$ cat config.mk
export PLATFORM = sky130hd
export DESIGN_NAME = stereo_peak_limiter
export DESIGN_NICKNAME = d
export VERILOG_FILES = /design/src/rtl/spl_pkg.sv /design/src/rtl/stereo_peak_limiter.sv /design/src/rtl/spl_serial_unit.sv
export SDC_FILE = /design/constraint.sdc
export NUM_CORES = 1
export LEC_CHECK = 0
export BUFFER_PORTS_ARGS = -buffer_cell sky130_fd_sc_hd__buf_2
export CAP_MARGIN = 20
export CORE_MARGIN = 10
export CORE_UTILIZATION = 48
export CTS_CLUSTER_DIAMETER = 200
export DETAILED_ROUTE_END_ITERATION = 8
export SLEW_MARGIN = 10
export SYNTH_ARGS = -nofsm -noshare
export SYNTH_HDL_FRONTEND = slang
export SYNTH_SLANG_ARGS = --single-unit
export TNS_END_PERCENT = 100
$ cat constraint.sdc
create_clock -name aclk -period 6.4 [get_ports aclk]
set_clock_uncertainty 0.1 [all_clocks]
set_input_delay 1.28 -clock aclk [delete_from_list [all_inputs] [get_ports aclk]]
set_output_delay 1.28 -clock aclk [all_outputs]
set_load 0.1 [all_outputs]
$ cat src/rtl/spl_pkg.sv
package spl_pkg;

    // Default field widths.
    localparam int IN_WIDTH_DEF       = 24;
    localparam int OUT_WIDTH_DEF      = 16;
    localparam int GAIN_FRAC_BITS_DEF = 24;

    // Configuration registers.
    localparam int VOL_W       = 17;
    localparam int THR_W       = 17;
    localparam int COEFF_W     = 25;
    localparam int CFG_DATA_W  = 25;
    localparam int CFG_INDEX_W = 2;
    localparam int VOL_FRAC    = 16;
    localparam int COEFF_FRAC  = 24;

    localparam logic [CFG_INDEX_W-1:0] REG_MASTER_VOLUME   = 2'd0;
    localparam logic [CFG_INDEX_W-1:0] REG_LIMIT_THRESHOLD = 2'd1;
    localparam logic [CFG_INDEX_W-1:0] REG_RELEASE_COEFF   = 2'd2;

    localparam logic [VOL_W-1:0]   UNIT16      = 17'd65536;
    localparam logic [COEFF_W-1:0] COEFF_ONE   = 25'd16777216;
    localparam logic [VOL_W-1:0]   VOL_RESET   = 17'd65536;
    localparam logic [THR_W-1:0]   THR_RESET   = 17'd58982;
    localparam logic [COEFF_W-1:0] COEFF_RESET = 25'd1748;

    // Operations of the shared serial unit.
    typedef enum logic [1:0] {
        OP_VOL   = 2'd0,
        OP_GAIN  = 2'd1,
        OP_COEFF = 2'd2,
        OP_DIV   = 2'd3
    } unit_op_t;

    typedef struct packed {
        logic     start;
        unit_op_t op;
    } unit_ctrl_t;

    typedef struct packed {
        logic busy;
        logic done;
    } unit_stat_t;

    function automatic int max2(input int a, input int b);
        return (a > b) ? a : b;
    endfunction

    // Width of the scaled threshold, which is also the quotient width.
    function automatic int num_width(input int in_w, input int g);
        return in_w - 5 + g + 1;
    endfunction

    // Width of the multiplier / divisor operand register.
    function automatic int b_width(input int in_w, input int g);
        return max2(max2(g + 1, COEFF_W), max2(in_w, VOL_W));
    endfunction

    // Accumulator width: covers every product and the saturating release product.
    function automatic int acc_width(input int in_w, input int g);
        return max2(max2(in_w + g + 1, g + 26), max2(num_width(in_w, g), in_w + VOL_W));
    endfunction

    function automatic int step_width(input int in_w, input int g);
        return $clog2(max2(num_width(in_w, g), b_width(in_w, g)) + 1);
    endfunction

endpackage

$ cat src/rtl/stereo_peak_limiter.sv
// Channel   Direction  Handshake            Payload
// s_        in         s_tvalid / s_tready  tdata: left_in, right_in; tlast: block_end
// m_        out        m_tvalid / m_tready  tdata: left_out, right_out, gain_now;
//                                           tlast: block_end_out
// cfg_      in         cfg_wr_en            cfg_index, cfg_wdata (no read-back)
//
// Each frame scales both inputs by the volume, checks the peak and scales both outputs;
// the divide is added when limiting is needed, and the release step unless a new gain
// is taken at once. Every multiply and the divide run one bit per cycle through the
// single shared serial unit; the divide, at IN_WIDTH+GAIN_FRAC_BITS-4 steps, is the
// longest operation.
// Reset is synchronous and active low; it restores the register defaults and a gain of 1.0.
// A finished result waits in the output register, and the next frame can be accepted
// meanwhile; the block only holds in its final state if that register is still full.
module stereo_peak_limiter #(
    parameter int IN_WIDTH       = spl_pkg::IN_WIDTH_DEF,
    parameter int OUT_WIDTH      = spl_pkg::OUT_WIDTH_DEF,
    parameter int GAIN_FRAC_BITS = spl_pkg::GAIN_FRAC_BITS_DEF,
    localparam int S_DATA_W = ((2 * IN_WIDTH + 7) / 8) * 8,
    localparam int M_DATA_W = ((2 * OUT_WIDTH + GAIN_FRAC_BITS + 1 + 7) / 8) * 8
) (
    input  logic                             aclk,
    input  logic                             aresetn,
    input  logic                             s_tvalid,
    output logic                             s_tready,
    input  logic [S_DATA_W-1:0]              s_tdata,   // left_in, right_in
    input  logic                             s_tlast,   // block_end
    output logic                             m_tvalid,
    input  logic                             m_tready,
    output logic [M_DATA_W-1:0]              m_tdata,   // left_out, right_out, gain_now
    output logic                             m_tlast,   // block_end_out
    input  logic                             cfg_wr_en,
    input  logic [spl_pkg::CFG_INDEX_W-1:0]  cfg_index,
    input  logic [spl_pkg::CFG_DATA_W-1:0]   cfg_wdata
);

    localparam int IN_FRAC = IN_WIDTH - 5;
    localparam int GW      = GAIN_FRAC_BITS + 1;
    localparam int NUM_W   = spl_pkg::num_width(IN_WIDTH, GAIN_FRAC_BITS);
    localparam int ACC_W   = spl_pkg::acc_width(IN_WIDTH, GAIN_FRAC_BITS);
    localparam int B_W     = spl_pkg::b_width(IN_WIDTH, GAIN_FRAC_BITS);
    localparam int THR_SH  = IN_FRAC + GAIN_FRAC_BITS - spl_pkg::VOL_FRAC;
    localparam int OUT_SH  = IN_FRAC + GAIN_FRAC_BITS - (OUT_WIDTH - 1);

    localparam logic [GW-1:0] GAIN_ONE = GW'(1) << GAIN_FRAC_BITS;
    localparam longint unsigned FLOOR_RAW = ((64'd1 << IN_FRAC) + 64'd5000) / 64'd10000;
    localparam logic [IN_WIDTH-1:0] PEAK_FLOOR =
        (FLOOR_RAW == 64'd0) ? IN_WIDTH'(1) : IN_WIDTH'(FLOOR_RAW);
    localparam logic [ACC_W-1:0] OUT_MAX = (ACC_W'(1) << (OUT_WIDTH - 1)) - ACC_W'(1);
    localparam logic [ACC_W:0] RND_ADD = (ACC_W + 1)'(spl_pkg::COEFF_ONE - 1'b1);

    // Sequencer: each unit operation has a start state and a wait state.
    typedef enum logic [15:0] {
        ST_IDLE       = 16'b0000_0000_0000_0001,
        ST_VOL_L      = 16'b0000_0000_0000_0010,
        ST_VOL_L_WAIT = 16'b0000_0000_0000_0100,
        ST_VOL_R      = 16'b0000_0000_0000_1000,
        ST_VOL_R_WAIT = 16'b0000_0000_0001_0000,
        ST_PEAK       = 16'b0000_0000_0010_0000,
        ST_PEAK_WAIT  = 16'b0000_0000_0100_0000,
        ST_DIV        = 16'b0000_0000_1000_0000,
        ST_DIV_WAIT   = 16'b0000_0001_0000_0000,
        ST_REL        = 16'b0000_0010_0000_0000,
        ST_REL_WAIT   = 16'b0000_0100_0000_0000,
        ST_OUT_L      = 16'b0000_1000_0000_0000,
        ST_OUT_L_WAIT = 16'b0001_0000_0000_0000,
        ST_OUT_R      = 16'b0010_0000_0000_0000,
        ST_OUT_R_WAIT = 16'b0100_0000_0000_0000,
        ST_DONE       = 16'b1000_0000_0000_0000
    } state_t;

    state_t state_reg, state_next;

    // Configuration registers.
    logic [spl_pkg::VOL_W-1:0]   vol_reg;
    logic [spl_pkg::THR_W-1:0]   thr_reg;
    logic [spl_pkg::COEFF_W-1:0] coeff_reg;

    // Held limiter gain, the only state that carries from frame to frame.
    logic [GW-1:0] gain_reg;

    // Per-frame working registers.
    logic [IN_WIDTH-1:0]  mag_l_reg, mag_r_reg, peak_reg;
    logic                 neg_l_reg, neg_r_reg, last_reg;
    logic [NUM_W-1:0]     target_reg;
    logic [OUT_WIDTH-1:0] y_l_reg, y_r_reg;

    // Output register.
    logic                 m_valid_reg;
    logic [OUT_WIDTH-1:0] out_l_reg, out_r_reg;
    logic [GW-1:0]        out_gain_reg;
    logic                 out_last_reg;

    spl_pkg::unit_ctrl_t unit_ctrl;
    spl_pkg::unit_stat_t unit_stat;
    logic [ACC_W-1:0]    unit_a;
    logic [B_W-1:0]      unit_b;
    logic [ACC_W-1:0]    unit_acc;

    spl_serial_unit #(
        .IN_WIDTH       (IN_WIDTH),
        .GAIN_FRAC_BITS (GAIN_FRAC_BITS)
    ) u_unit (
        .aclk    (aclk),
        .aresetn (aresetn),
        .ctrl    (unit_ctrl),
        .a_in    (unit_a),
        .b_in    (unit_b),
        .stat    (unit_stat),
        .acc     (unit_acc)
    );

    // Input decode: sign and magnitude; the most negative value keeps its full magnitude.
    logic [IN_WIDTH-1:0] in_l, in_r, in_mag_l, in_mag_r;
    assign in_l     = s_tdata[IN_WIDTH-1:0];
    assign in_r     = s_tdata[2*IN_WIDTH-1:IN_WIDTH];
    assign in_mag_l = in_l[IN_WIDTH-1] ? (~in_l + IN_WIDTH'(1)) : in_l;
    assign in_mag_r = in_r[IN_WIDTH-1] ? (~in_r + IN_WIDTH'(1)) : in_r;

    logic s_fire;
    assign s_tready = (state_reg == ST_IDLE);
    assign s_fire   = s_tvalid && s_tready;

    // Derived values used by the sequencer.
    logic [NUM_W-1:0]    thr_scaled;
    logic [IN_WIDTH-1:0] vol_result, peak_now, divisor;
    logic                over_limit, attack;
    logic [NUM_W-1:0]    rel_diff;
    logic [ACC_W:0]      rel_rounded, rel_step, rel_sum;
    logic [GW-1:0]       rel_gain;
    logic [ACC_W-1:0]    out_scaled;
    logic [OUT_WIDTH-1:0] out_mag;

    assign thr_scaled = NUM_W'(thr_reg) << THR_SH;
    assign vol_result = IN_WIDTH'(unit_acc >> spl_pkg::VOL_FRAC);
    assign peak_now   = (mag_l_reg > mag_r_reg) ? mag_l_reg : mag_r_reg;
    assign divisor    = (peak_reg > PEAK_FLOOR) ? peak_reg : PEAK_FLOOR;
    assign over_limit = unit_acc > ACC_W'(thr_scaled);
    assign attack     = target_reg < NUM_W'(gain_reg);
    assign rel_diff   = target_reg - NUM_W'(gain_reg);

    // Release step is rounded up, so a nonzero coefficient always reaches the target.
    assign rel_rounded = {1'b0, unit_acc} + RND_ADD;
    assign rel_step    = rel_rounded >> spl_pkg::COEFF_FRAC;
    assign rel_sum     = rel_step + (ACC_W + 1)'(gain_reg);
    assign rel_gain    = (rel_sum > (ACC_W + 1)'(GAIN_ONE)) ? GAIN_ONE : rel_sum[GW-1:0];

    // Output scaling: truncate the product, then clip to the largest positive code.
    assign out_scaled = unit_acc >> OUT_SH;
    assign out_mag    = (out_scaled > OUT_MAX) ? OUT_MAX[OUT_WIDTH-1:0]
                                               : out_scaled[OUT_WIDTH-1:0];

    logic out_load;
    assign out_load = (state_reg == ST_DONE) && (!m_valid_reg || m_tready);

    // Operand selection for the shared unit.
    always_comb begin
        unit_ctrl.start = 1'b0;
        unit_ctrl.op    = spl_pkg::OP_VOL;
        unit_a          = ACC_W'(mag_l_reg);
        unit_b          = B_W'(vol_reg);
        case (state_reg)
            ST_VOL_L: begin
                unit_ctrl.start = !unit_stat.busy;
            end
            ST_VOL_R: begin
                unit_ctrl.start = !unit_stat.busy;
                unit_a          = ACC_W'(mag_r_reg);
            end
            ST_PEAK: begin
                unit_ctrl.start = !unit_stat.busy;
                unit_ctrl.op    = spl_pkg::OP_GAIN;
                unit_a          = ACC_W'(peak_now);
                unit_b          = B_W'(gain_reg);
            end
            ST_DIV: begin
                unit_ctrl.start = !unit_stat.busy;
                unit_ctrl.op    = spl_pkg::OP_DIV;
                unit_a          = ACC_W'(thr_scaled);
                unit_b          = B_W'(divisor);
            end
            ST_REL: begin
                unit_ctrl.start = !attack && !unit_stat.busy;
                unit_ctrl.op    = spl_pkg::OP_COEFF;
                unit_a          = ACC_W'(rel_diff);
                unit_b          = B_W'(coeff_reg);
            end
            ST_OUT_L: begin
                unit_ctrl.start = !unit_stat.busy;
                unit_ctrl.op    = spl_pkg::OP_GAIN;
                unit_b          = B_W'(gain_reg);
            end
            ST_OUT_R: begin
                unit_ctrl.start = !unit_stat.busy;
                unit_ctrl.op    = spl_pkg::OP_GAIN;
                unit_a          = ACC_W'(mag_r_reg);
                unit_b          = B_W'(gain_reg);
            end
            default: begin
                unit_ctrl.start = 1'b0;
            end
        endcase
    end

    always_comb begin
        state_next = state_reg;
        case (state_reg)
            ST_IDLE:       if (s_fire) state_next = ST_VOL_L;
            ST_VOL_L:      state_next = ST_VOL_L_WAIT;
            ST_VOL_L_WAIT: if (unit_stat.done) state_next = ST_VOL_R;
            ST_VOL_R:      state_next = ST_VOL_R_WAIT;
            ST_VOL_R_WAIT: if (unit_stat.done) state_next = ST_PEAK;
            ST_PEAK:       state_next = ST_PEAK_WAIT;
            ST_PEAK_WAIT: begin
                if (unit_stat.done) begin
                    state_next = over_limit ? ST_DIV : ST_REL;
                end
            end
            ST_DIV:        state_next = ST_DIV_WAIT;
            ST_DIV_WAIT:   if (unit_stat.done) state_next = ST_REL;
            ST_REL:        state_next = attack ? ST_OUT_L : ST_REL_WAIT;
            ST_REL_WAIT:   if (unit_stat.done) state_next = ST_OUT_L;
            ST_OUT_L:      state_next = ST_OUT_L_WAIT;
            ST_OUT_L_WAIT: if (unit_stat.done) state_next = ST_OUT_R;
            ST_OUT_R:      state_next = ST_OUT_R_WAIT;
            ST_OUT_R_WAIT: if (unit_stat.done) state_next = ST_DONE;
            ST_DONE:       if (out_load) state_next = ST_IDLE;
            default:       state_next = ST_IDLE;
        endcase
    end

    // Control state, configuration and held gain.
    always_ff @(posedge aclk) begin
        if (!aresetn) begin
            state_reg   <= ST_IDLE;
            m_valid_reg <= 1'b0;
            gain_reg    <= GAIN_ONE;
            vol_reg     <= spl_pkg::VOL_RESET;
            thr_reg     <= spl_pkg::THR_RESET;
            coeff_reg   <= spl_pkg::COEFF_RESET;
        end else begin
            state_reg <= state_next;

            if (out_load) begin
                m_valid_reg <= 1'b1;
            end else if (m_tready) begin
                m_valid_reg <= 1'b0;
            end

            if (state_reg == ST_REL && attack) begin
                gain_reg <= target_reg[GW-1:0];
            end else if (state_reg == ST_REL_WAIT && unit_stat.done) begin
                gain_reg <= rel_gain;
            end

            // Fields saturate at 1.0; extra data bits and unknown indexes are dropped.
            if (cfg_wr_en) begin
                case (cfg_index)
                    spl_pkg::REG_MASTER_VOLUME: begin
                        vol_reg <= (cfg_wdata[spl_pkg::VOL_W-1:0] > spl_pkg::UNIT16)
                                   ? spl_pkg::UNIT16 : cfg_wdata[spl_pkg::VOL_W-1:0];
                    end
                    spl_pkg::REG_LIMIT_THRESHOLD: begin
                        thr_reg <= (cfg_wdata[spl_pkg::THR_W-1:0] > spl_pkg::UNIT16)
                                   ? spl_pkg::UNIT16 : cfg_wdata[spl_pkg::THR_W-1:0];
                    end
                    spl_pkg::REG_RELEASE_COEFF: begin
                        coeff_reg <= (cfg_wdata[spl_pkg::COEFF_W-1:0] > spl_pkg::COEFF_ONE)
                                     ? spl_pkg::COEFF_ONE : cfg_wdata[spl_pkg::COEFF_W-1:0];
                    end
                    default: begin
                    end
                endcase
            end
        end
    end

    // Datapath registers; the magnitudes are overwritten with their scaled values.
    always_ff @(posedge aclk) begin
        if (s_fire) begin
            mag_l_reg <= in_mag_l;
            mag_r_reg <= in_mag_r;
            neg_l_reg <= in_l[IN_WIDTH-1];
            neg_r_reg <= in_r[IN_WIDTH-1];
            last_reg  <= s_tlast;
        end
        if (state_reg == ST_VOL_L_WAIT && unit_stat.done) begin
            mag_l_reg <= vol_result;
        end
        if (state_reg == ST_VOL_R_WAIT && unit_stat.done) begin
            mag_r_reg <= vol_result;
        end
        if (state_reg == ST_PEAK) begin
            peak_reg <= peak_now;
        end
        if (state_reg == ST_PEAK_WAIT && unit_stat.done && !over_limit) begin
            target_reg <= NUM_W'(GAIN_ONE);
        end
        if (state_reg == ST_DIV_WAIT && unit_stat.done) begin
            target_reg <= unit_acc[NUM_W-1:0];
        end
        if (state_reg == ST_OUT_L_WAIT && unit_stat.done) begin
            y_l_reg <= neg_l_reg ? (~out_mag + OUT_WIDTH'(1)) : out_mag;
        end
        if (state_reg == ST_OUT_R_WAIT && unit_stat.done) begin
            y_r_reg <= neg_r_reg ? (~out_mag + OUT_WIDTH'(1)) : out_mag;
        end
        if (out_load) begin
            out_l_reg    <= y_l_reg;
            out_r_reg    <= y_r_reg;
            out_gain_reg <= gain_reg;
            out_last_reg <= last_reg;
        end
    end

    assign m_tvalid = m_valid_reg;
    assign m_tdata  = M_DATA_W'({out_gain_reg, out_r_reg, out_l_reg});
    assign m_tlast  = out_last_reg;

endmodule

$ cat src/rtl/spl_serial_unit.sv
// One bit per cycle: MSB-first shift-add multiply (saturating) or restoring divide.
module spl_serial_unit #(
    parameter int IN_WIDTH       = spl_pkg::IN_WIDTH_DEF,
    parameter int GAIN_FRAC_BITS = spl_pkg::GAIN_FRAC_BITS_DEF,
    localparam int ACC_W = spl_pkg::acc_width(IN_WIDTH, GAIN_FRAC_BITS),
    localparam int B_W   = spl_pkg::b_width(IN_WIDTH, GAIN_FRAC_BITS)
) (
    input  logic                aclk,
    input  logic                aresetn,
    input  spl_pkg::unit_ctrl_t ctrl,
    input  logic [ACC_W-1:0]    a_in,
    input  logic [B_W-1:0]      b_in,
    output spl_pkg::unit_stat_t stat,
    output logic [ACC_W-1:0]    acc
);

    localparam int NUM_W  = spl_pkg::num_width(IN_WIDTH, GAIN_FRAC_BITS);
    localparam int GAIN_W = GAIN_FRAC_BITS + 1;
    localparam int STEP_W = spl_pkg::step_width(IN_WIDTH, GAIN_FRAC_BITS);

    logic [ACC_W-1:0]  acc_reg, acc_next;
    logic [ACC_W-1:0]  a_reg;
    logic [B_W-1:0]    b_reg, b_next;
    logic [IN_WIDTH-1:0] rem_reg, rem_next;
    logic [STEP_W-1:0] cnt_reg;
    spl_pkg::unit_op_t op_reg;
    logic              busy_reg, done_reg;

    logic [ACC_W-1:0]  mul_add;
    logic [ACC_W+1:0]  mul_sum;
    logic [IN_WIDTH:0] rem_sh, rem_diff;
    logic              div_ge;
    logic [STEP_W-1:0] load_steps;
    logic [B_W-1:0]    load_b;

    // Operand alignment so that the multiplier's top bit sits at the MSB.
    always_comb begin
        case (ctrl.op)
            spl_pkg::OP_VOL: begin
                load_steps = STEP_W'(spl_pkg::VOL_W);
                load_b     = b_in << (B_W - spl_pkg::VOL_W);
            end
            spl_pkg::OP_GAIN: begin
                load_steps = STEP_W'(GAIN_W);
                load_b     = b_in << (B_W - GAIN_W);
            end
            spl_pkg::OP_COEFF: begin
                load_steps = STEP_W'(spl_pkg::COEFF_W);
                load_b     = b_in << (B_W - spl_pkg::COEFF_W);
            end
            default: begin
                load_steps = STEP_W'(NUM_W);
                load_b     = b_in;
            end
        endcase
    end

    always_comb begin
        mul_add  = b_reg[B_W-1] ? a_reg : '0;
        mul_sum  = {1'b0, acc_reg, 1'b0} + {2'b00, mul_add};
        rem_sh   = {rem_reg, acc_reg[NUM_W-1]};
        div_ge   = rem_sh >= {1'b0, b_reg[IN_WIDTH-1:0]};
        rem_diff = rem_sh - {1'b0, b_reg[IN_WIDTH-1:0]};
        if (op_reg == spl_pkg::OP_DIV) begin
            acc_next = {acc_reg[ACC_W-2:0], div_ge};
            rem_next = div_ge ? rem_diff[IN_WIDTH-1:0] : rem_sh[IN_WIDTH-1:0];
            b_next   = b_reg;
        end else begin
            // Saturation is monotone, so a clipped product still compares correctly.
            acc_next = (mul_sum[ACC_W+1:ACC_W] != 2'b00) ? '1 : mul_sum[ACC_W-1:0];
            rem_next = rem_reg;
            b_next   = {b_reg[B_W-2:0], 1'b0};
        end
    end

    always_ff @(posedge aclk) begin
        if (!aresetn) begin
            busy_reg <= 1'b0;
            done_reg <= 1'b0;
            cnt_reg  <= '0;
        end else begin
            done_reg <= 1'b0;
            if (ctrl.start && !busy_reg) begin
                busy_reg <= 1'b1;
                cnt_reg  <= load_steps;
            end else if (busy_reg) begin
                cnt_reg <= cnt_reg - STEP_W'(1);
                if (cnt_reg == STEP_W'(1)) begin
                    busy_reg <= 1'b0;
                    done_reg <= 1'b1;
                end
            end
        end
    end

    always_ff @(posedge aclk) begin
        if (ctrl.start && !busy_reg) begin
            op_reg  <= ctrl.op;
            a_reg   <= a_in;
            b_reg   <= load_b;
            rem_reg <= '0;
            acc_reg <= (ctrl.op == spl_pkg::OP_DIV) ? a_in : '0;
        end else if (busy_reg) begin
            acc_reg <= acc_next;
            b_reg   <= b_next;
            rem_reg <= rem_next;
        end
    end

    assign stat.busy = busy_reg;
    assign stat.done = done_reg;
    assign acc       = acc_reg;

endmodule

* After elaboration in Yosys (flattened, before gate mapping) *
Cells that the tools add are included.

cells by class
  $add $sub $neg = 9
  magnitude comparators = 9
  eq/ne operators = 33
  multiplexer cells = 54
  bitwise gates (word level) = 5
  reductions and logical operators = 38

operators by type and width
  kind                      count
  $pmux W16 S16             1
  $mux W50                  5
  $mux W24                  9
  $mux W25                  8
  $mux W16                  12
  $pmux W44 S4              1
  $mux W44                  3
  $pmux W25 S3              1
  $add A51 B50 Y52          1
  $add A50 B24 Y51 const B  1
  $gt A50 B44 Y1            1
  $add A24 B1 Y24 const B   2
  $not A24 Y24              2
  $lt A44 B25 Y1            1
  $sub A44 B25 Y44          1
  $add A27 B25 Y28          1
  $gt A28 B25 Y1 const B    1
  $ge A25 B24 Y1            1
  $gt A25 B25 Y1 const B    1
  $gt A24 B24 Y1            1
  $gt A24 B6 Y1 const B     1
  $sub A24 B24 Y24          1
  $gt A22 B15 Y1 const B    1
  $gt A17 B17 Y1 const B    1
  other kinds (43)          90

word-level totals
  register bits after elaboration = 469
  bits of input ports = 81
  output and inout bits = 67
  logic and storage cells = 175

* Logic depth before layout (Yosys ltp) *
  depth after elaboration = 7
  gate-level depth with buffers = 24
  mapped depth without buffers = 22

* By module *
Synthesis repeated with hierarchy kept, for this count alone.

second synthesis, totals
  cell total of the unflattened synthesis = 3342
  area total of the unflattened synthesis = 30290.3 um^2

by module, submodules not included
  module               instances  cells each  area each (um^2)  seq. area each (um^2)
  stereo_peak_limiter  1          2074        19059.5           8298.0
  spl_serial_unit      1          1268        11230.8           4454.3

* Worst setup path before layout *
OpenSTA, ideal clock, no wires.

  path type = reg2reg
  start = register state_reg[6]
  end = register mag_r_reg[0] (enable)
  library setup time = 0.384 ns
  arrival time = 5.493 ns
  path slack = 0.422 ns
  stages on the path, launching flop included = 6
  path buffers = 0
  period minus slack after synthesis = 5.978 ns
  cells stage by stage = dfxtp_1 -> or4_1 -> or2_1 -> nor4_1 -> nand2_1 -> nand2b_1

on the way
  longest elaborated chain between the ends = 3

RTL lines
  item                          RTL line                    text
  start, declared               stereo_peak_limiter.sv:72   state_t state_reg, state_next;
  start signal, assigned        stereo_peak_limiter.sv:242  state_reg <= state_next;
  $eq A16 B1 Y1                 stereo_peak_limiter.sv:121  assign s_tready = (state_reg == ST_IDLE);
  net s_tready                  stereo_peak_limiter.sv:25   output logic s_tready,
  $logic_and A1 B1 Y1           stereo_peak_limiter.sv:122  assign s_fire = s_tvalid && s_tready;
  $reduce_bool A2 Y1 (no line)  --
  end signal, assigned          stereo_peak_limiter.sv:282  mag_r_reg <= in_mag_r;
  end signal, assigned          stereo_peak_limiter.sv:291  mag_r_reg <= vol_result;
  end, declared                 stereo_peak_limiter.sv:83   logic [IN_WIDTH-1:0] mag_l_reg, mag_r_reg, peak_reg;

The timed path passes the listed nets, and every way through them passes these cells.
A chain may end at the register's enable or synchronous reset.

* Worst setup path in the final report *
  start = register u_unit.acc_reg[20] (netlist: u_unit.acc[20])
  end = register gain_reg[13]

on the way
  longest elaborated chain between the ends = 6

RTL lines
  item                    RTL line                    text
  start, declared         spl_serial_unit.sv:21       logic [ACC_W-1:0] acc_reg, acc_next;
  start signal, assigned  spl_serial_unit.sv:102      acc_reg <= (ctrl.op == spl_pkg::OP_DIV) ? a_in : '0;
  start signal, assigned  spl_serial_unit.sv:104      acc_reg <= acc_next;
  $add A50 B24 Y51 (*)    stereo_peak_limiter.sv:143  assign rel_rounded = {1'b0, unit_acc} + RND_ADD;
  $add A27 B25 Y28 (*)    stereo_peak_limiter.sv:145  assign rel_sum = rel_step + (ACC_W + 1)'(gain_reg);
  $gt A28 B25 Y1          stereo_peak_limiter.sv:146  assign rel_gain = (rel_sum > (ACC_W + 1)'(GAIN_ONE)) ? GAIN_ONE : rel_sum[GW-1:0];
  $mux W25 (*)            stereo_peak_limiter.sv:146
  $mux W25 (*)            stereo_peak_limiter.sv:252  end else if (state_reg == ST_REL_WAIT && unit_stat.done) begin
  $mux W25 (*)            stereo_peak_limiter.sv:250  if (state_reg == ST_REL && attack) begin
  end signal, assigned    stereo_peak_limiter.sv:251  gain_reg <= target_reg[GW-1:0];
  end signal, assigned    stereo_peak_limiter.sv:253  gain_reg <= rel_gain;
  end, declared           stereo_peak_limiter.sv:80   logic [GW-1:0] gain_reg;

Every way passes the cells marked *; elsewhere a longest branch is shown, timed or not. The select of a mux whose other input is x is not followed.

==> results.py <==
metrics = {
    "global_route": {
        "antenna_found_initial": 3,
        "grt_pass1_wl_mm": 158.6,
        "grt_max_degree": 62,
        "first_global_vias": 24710,
        "grt_usage_pct": 29.69,
        "grt_overflow": 0,
    },
    "finish": {
        "nets": 3506,
        "fill_cells": 5462,
        "design_area_mm2": 0.03236,
        "regArea_mm2": 0.01257,
        "post_route_cells_drive_above_1_share_pct": 11.11,
        "area_delta_synth_final_pct": 11.63,
        "multiInputGateArea_mm2": 0.01522,
        "largest_reg_flops": 50,
    },
    "floorplanning": {
        "coreArea_mm2": 0.06002,
        "die_h_um": 265.7,
        "num_rows": 90,
        "start_util_pct": 48.30,
        "io_pins": 148,
        "die_w_um": 265.7,
        "fp.dieArea_mm2": 0.07062,
    },
    "synthesis": {
        "synth_seq_area_share_pct": 43.37,
        "synth_xor_area_share_pct": 5.680,
        "ys_async_sr_fraction_pct": 0,
        "synth_top_area_cell": "edfxtp_1",
        "ys.flop_type": "edfxtp_1",
        "synth.top_cell.area_share_pct": 34.19,
        "synth_cells": 3163,
        "synth-simple-area-share_pct": 18.33,
        "yosysUniqueCellTypes": 89,
        "synthesis.area_mm2": 0.02899,
        "avgSynthCellArea_um2": 9.165,
        "synth_compound_area_share_pct": 19.63,
        "synth.area.top_cells": "edfxtp_1 34%, dfxtp_1 9.2%, ha_1 7.0%, nand2_1 4.8%, o21ai_0 4.3%",
        "ys_top_cells_by_count": "368 x nand2_1, 330 x edfxtp_1, 249 x o21ai_0",
        "yosysMostFrequentCell": "nand2_1",
        "synthAdderAreaFrac_pct": 7.312,
        "synth-edff-count": 330,
        "synthesis.yosys.warnings": 0,
        "synth_mux_area_share_pct": 1.135,
        "synth_seq_cells": 463,
        "synth_top_family_by_area": "compound AO/OA/AOI/OAI gates",
    },
    "cts": {
        "numCtsBuffers": 53,
        "clockBufferDepth": 3,
        "clk_pin_slew_ns": 0.06,
        "cts-hold-fix-buffers": 0,
        "htree_levels": 2,
        "clock_latency_ns": 0.63,
        "tritoncts": "yes",
        "cts_sinks": 463,
        "cts_resized": 0,
        "post-cts-setup-buffer-count": 0,
        "cts-root-buf": "clkbuf_16",
    },
    "placed_design": {
        "hpwlAfterDp_mm": 82.41,
        "dpl_cell_area_mm2": 0.03052,
        "dpl_worst_slack_ns": 0.4260,
        "port_buffers": 140,
        "gp_congestion": 1.003,
    },
    "timing": {
        "max_freq_mhz": 167.7,
        "rsz0062_at_grt": "no",
        "tightest_slew_ns": 1.126,
        "drv_slew": 0,
        "final.period_utilization_pct": 93.18,
        "min_period_ns": 5.963,
        "slew_headroom_pct": 24.77,
        "setup_violations": 0,
        "hold_viol": 0,
        "tns_ns": 0,
        "fin_ws_ns": 0.4366,
    },
    "run": {
        "drv_cap": 0,
    },
    "setup_path": {
        "required_ns": 6.85,
        "r2r_start": "u_unit.acc[20]$_DFFE_PP_",
        "timing.reg2reg.worst_path_depth": 22,
        "cp-start-kind": "register",
        "critPathKind": "reg -> reg",
        "r2r_slack_ns": 0.44,
        "max_stage_delay_ns": 0.54,
        "r2r_end": "gain_reg[13]$_SDFFE_PN0P_",
        "crit_slowest_cell": "or4_1",
        "cp.arrival_ns": 6.41,
        "cp_max_fo": 6,
        "crit_chain": "nor4_1 > nand4_1 > nor2_1 > nor2_2 > and2_1 > nand3_1 > or3_1 > nor2_2 > and4_1 > xnor2_1 > ha_1 > o21ai_0 > a21boi_0 > o21a_1 > o21ai_0 > a31oi_1 > a311oi_1 > or4_1 > or4_1 > nor4_2 > a21oi_2 > o31ai_1",
        "crit_path_end_kind": "register",
    },
    "min_path": {
        "worstHoldPathType": "reg -> reg",
        "min_delay_path_depth": 0,
        "min-delay-start": "y_r_reg[8]$_DFFE_PP_",
        "min_to": "out_r_reg[8]$_DFFE_PP_",
    },
    "routing": {
        "routed_wirelength_mm": 107.6,
        "dr_total_vias": 25820,
        "wire_per_inst_um": 26.33,
        "ant_nets": 0,
        "via_per_inst": 6.318,
        "initialDrtViolationCount": 2845,
        "first_pass_iters": 6,
        "drc": 0,
    },
    "power_and_ir_drop": {
        "power.leakage_nw": 12.06,
        "power.density_mw_per_mm2": 234.2,
        "ir_drop_v": 0.0002004,
    },
    "status": {
        "status": "finished clean",
    },
}
==> per-stage QoR <==
| stage | hold slack [ns] | utilization [%] | power [W] | std cells |
|---|---|---|---|---|
| after floorplan | 0.3003 | - | 0.004093 | 3169 |
| after global placement | 0.3021 | 50.83 | 0.004408 | 3983 |
| after detailed placement | 0.3045 | 50.85 | 0.004426 | 3984 |
| after CTS | 0.3168 | 53.86 | 0.007599 | 4083 |
| after global routing | 0.3217 | 53.90 | 0.007828 | 4084 |
| final | 0.3162 | 53.91 | 0.007579 | 4087 |
==> power by group <==
part	internal (W)	switching [W]
clock network	0.00184	0.00134
registers	0.00332	0.0000806
logic	0.000345	0.000639
total	0.00551	0.00206
==> routing by layer <==
metal / vias to the layer above / track usage (%) / wire length (um)
li1: 11870 / - / -
met1: 12540 / 37.53 / 44430
met2: 1185 / 48.41 / 49400
met3: 227 / 4.549 / 7697
met4: 2 / 15.89 / 6071
met5: - / 0 / 13
==> worst max-delay path, delay by kind of cell, from the launching register on <==
| kind | cells | cell delay (ns) |
|---|---|---|
| compound gates | 8 | 1.42 |
| xor+xnor | 1 | 0.13 |
| fa+ha+maj | 1 | 0.37 |
| flops | 1 | 0.47 |
| simple gates | 12 | 3.38 |
==> cell families after synthesis <==
group / count (synthesis)
compound gates: 901
other cells: 1
mux: 31
xor+xnor: 188
fa+ha+maj: 167
buf+inv: 321
simple gates: 1091
flops: 463
==> cells in the final DEF (no fill, tap or decap), types with 14 or more instances in the layout <==
cell type / netlist / final
nand2_1: 368 / 368
edfxtp_1: 330 / 330
o21ai_0: 249 / 249
a21oi_1: 237 / 234
nor2_1: 212 / 206
ha_1: 163 / 163
inv_1: 147 / 145
buf_2: 9 / 140
dfxtp_1: 133 / 132
nand3_1: 110 / 110
xor2_1: 97 / 97
xnor2_1: 91 / 91
and3_1: 62 / 62
buf_4: 11 / 62
a21o_1: 59 / 59
and2_1: 55 / 55
clkbuf_16: 0 / 54
nor3_1: 49 / 48
nor4_1: 43 / 41
a22oi_1: 39 / 39
nand4_1: 38 / 38
a31oi_1: 37 / 37
o211ai_1: 33 / 33
or3_1: 32 / 32
o22ai_1: 32 / 32
nand2b_1: 25 / 24
nor2b_1: 23 / 21
a211oi_1: 20 / 20
o21a_1: 20 / 20
mux2i_1: 16 / 16
or4_1: 15 / 15
a221oi_1: 15 / 15
mux2_2: 15 / 15
o21bai_1: 15 / 15
a221o_1: 14 / 14
o311ai_0: 14 / 14
==> worst max path at each step <==
| stage | start | endpoint | slack [ns] |
|---|---|---|---|
| 2_1_floorplan | state_reg[6]$_SDFFE_PN0P_ | mag_r_reg[0]$_DFFE_PP_ | 0.42 |
| 3_5_place_dp | u_unit.acc[20]$_DFFE_PP_ | gain_reg[2]$_SDFFE_PN0P_ | 0.43 |
| 5_1_grt | u_unit.acc[22]$_DFFE_PP_ | gain_reg[13]$_SDFFE_PN0P_ | 0.07 |
| 6_report | u_unit.acc[20]$_DFFE_PP_ | gain_reg[13]$_SDFFE_PN0P_ | 0.44 |
| 3_3_place_gp | u_unit.acc[20]$_DFFE_PP_ | gain_reg[13]$_SDFFE_PN0P_ | 0.60 |
| 4_1_cts | u_unit.acc[20]$_DFFE_PP_ | gain_reg[2]$_SDFFE_PN0P_ | 0.42 |
==> area by class of cell <==
cell class | count | share of cell area [%]
Tap cell | 782 | 3.024
Clock buffer | 66 | 4.439
Multi-Input combinational cell | 2385 | 47.03
Clock inverter | 33 | 1.141
Timing Repair Buffer | 205 | 3.747
Inverter | 150 | 1.740
Antenna cell | 3 | 0.02320
Sequential cell | 463 | 38.85
No activity file was read; power rests on OpenSTA's default activity.
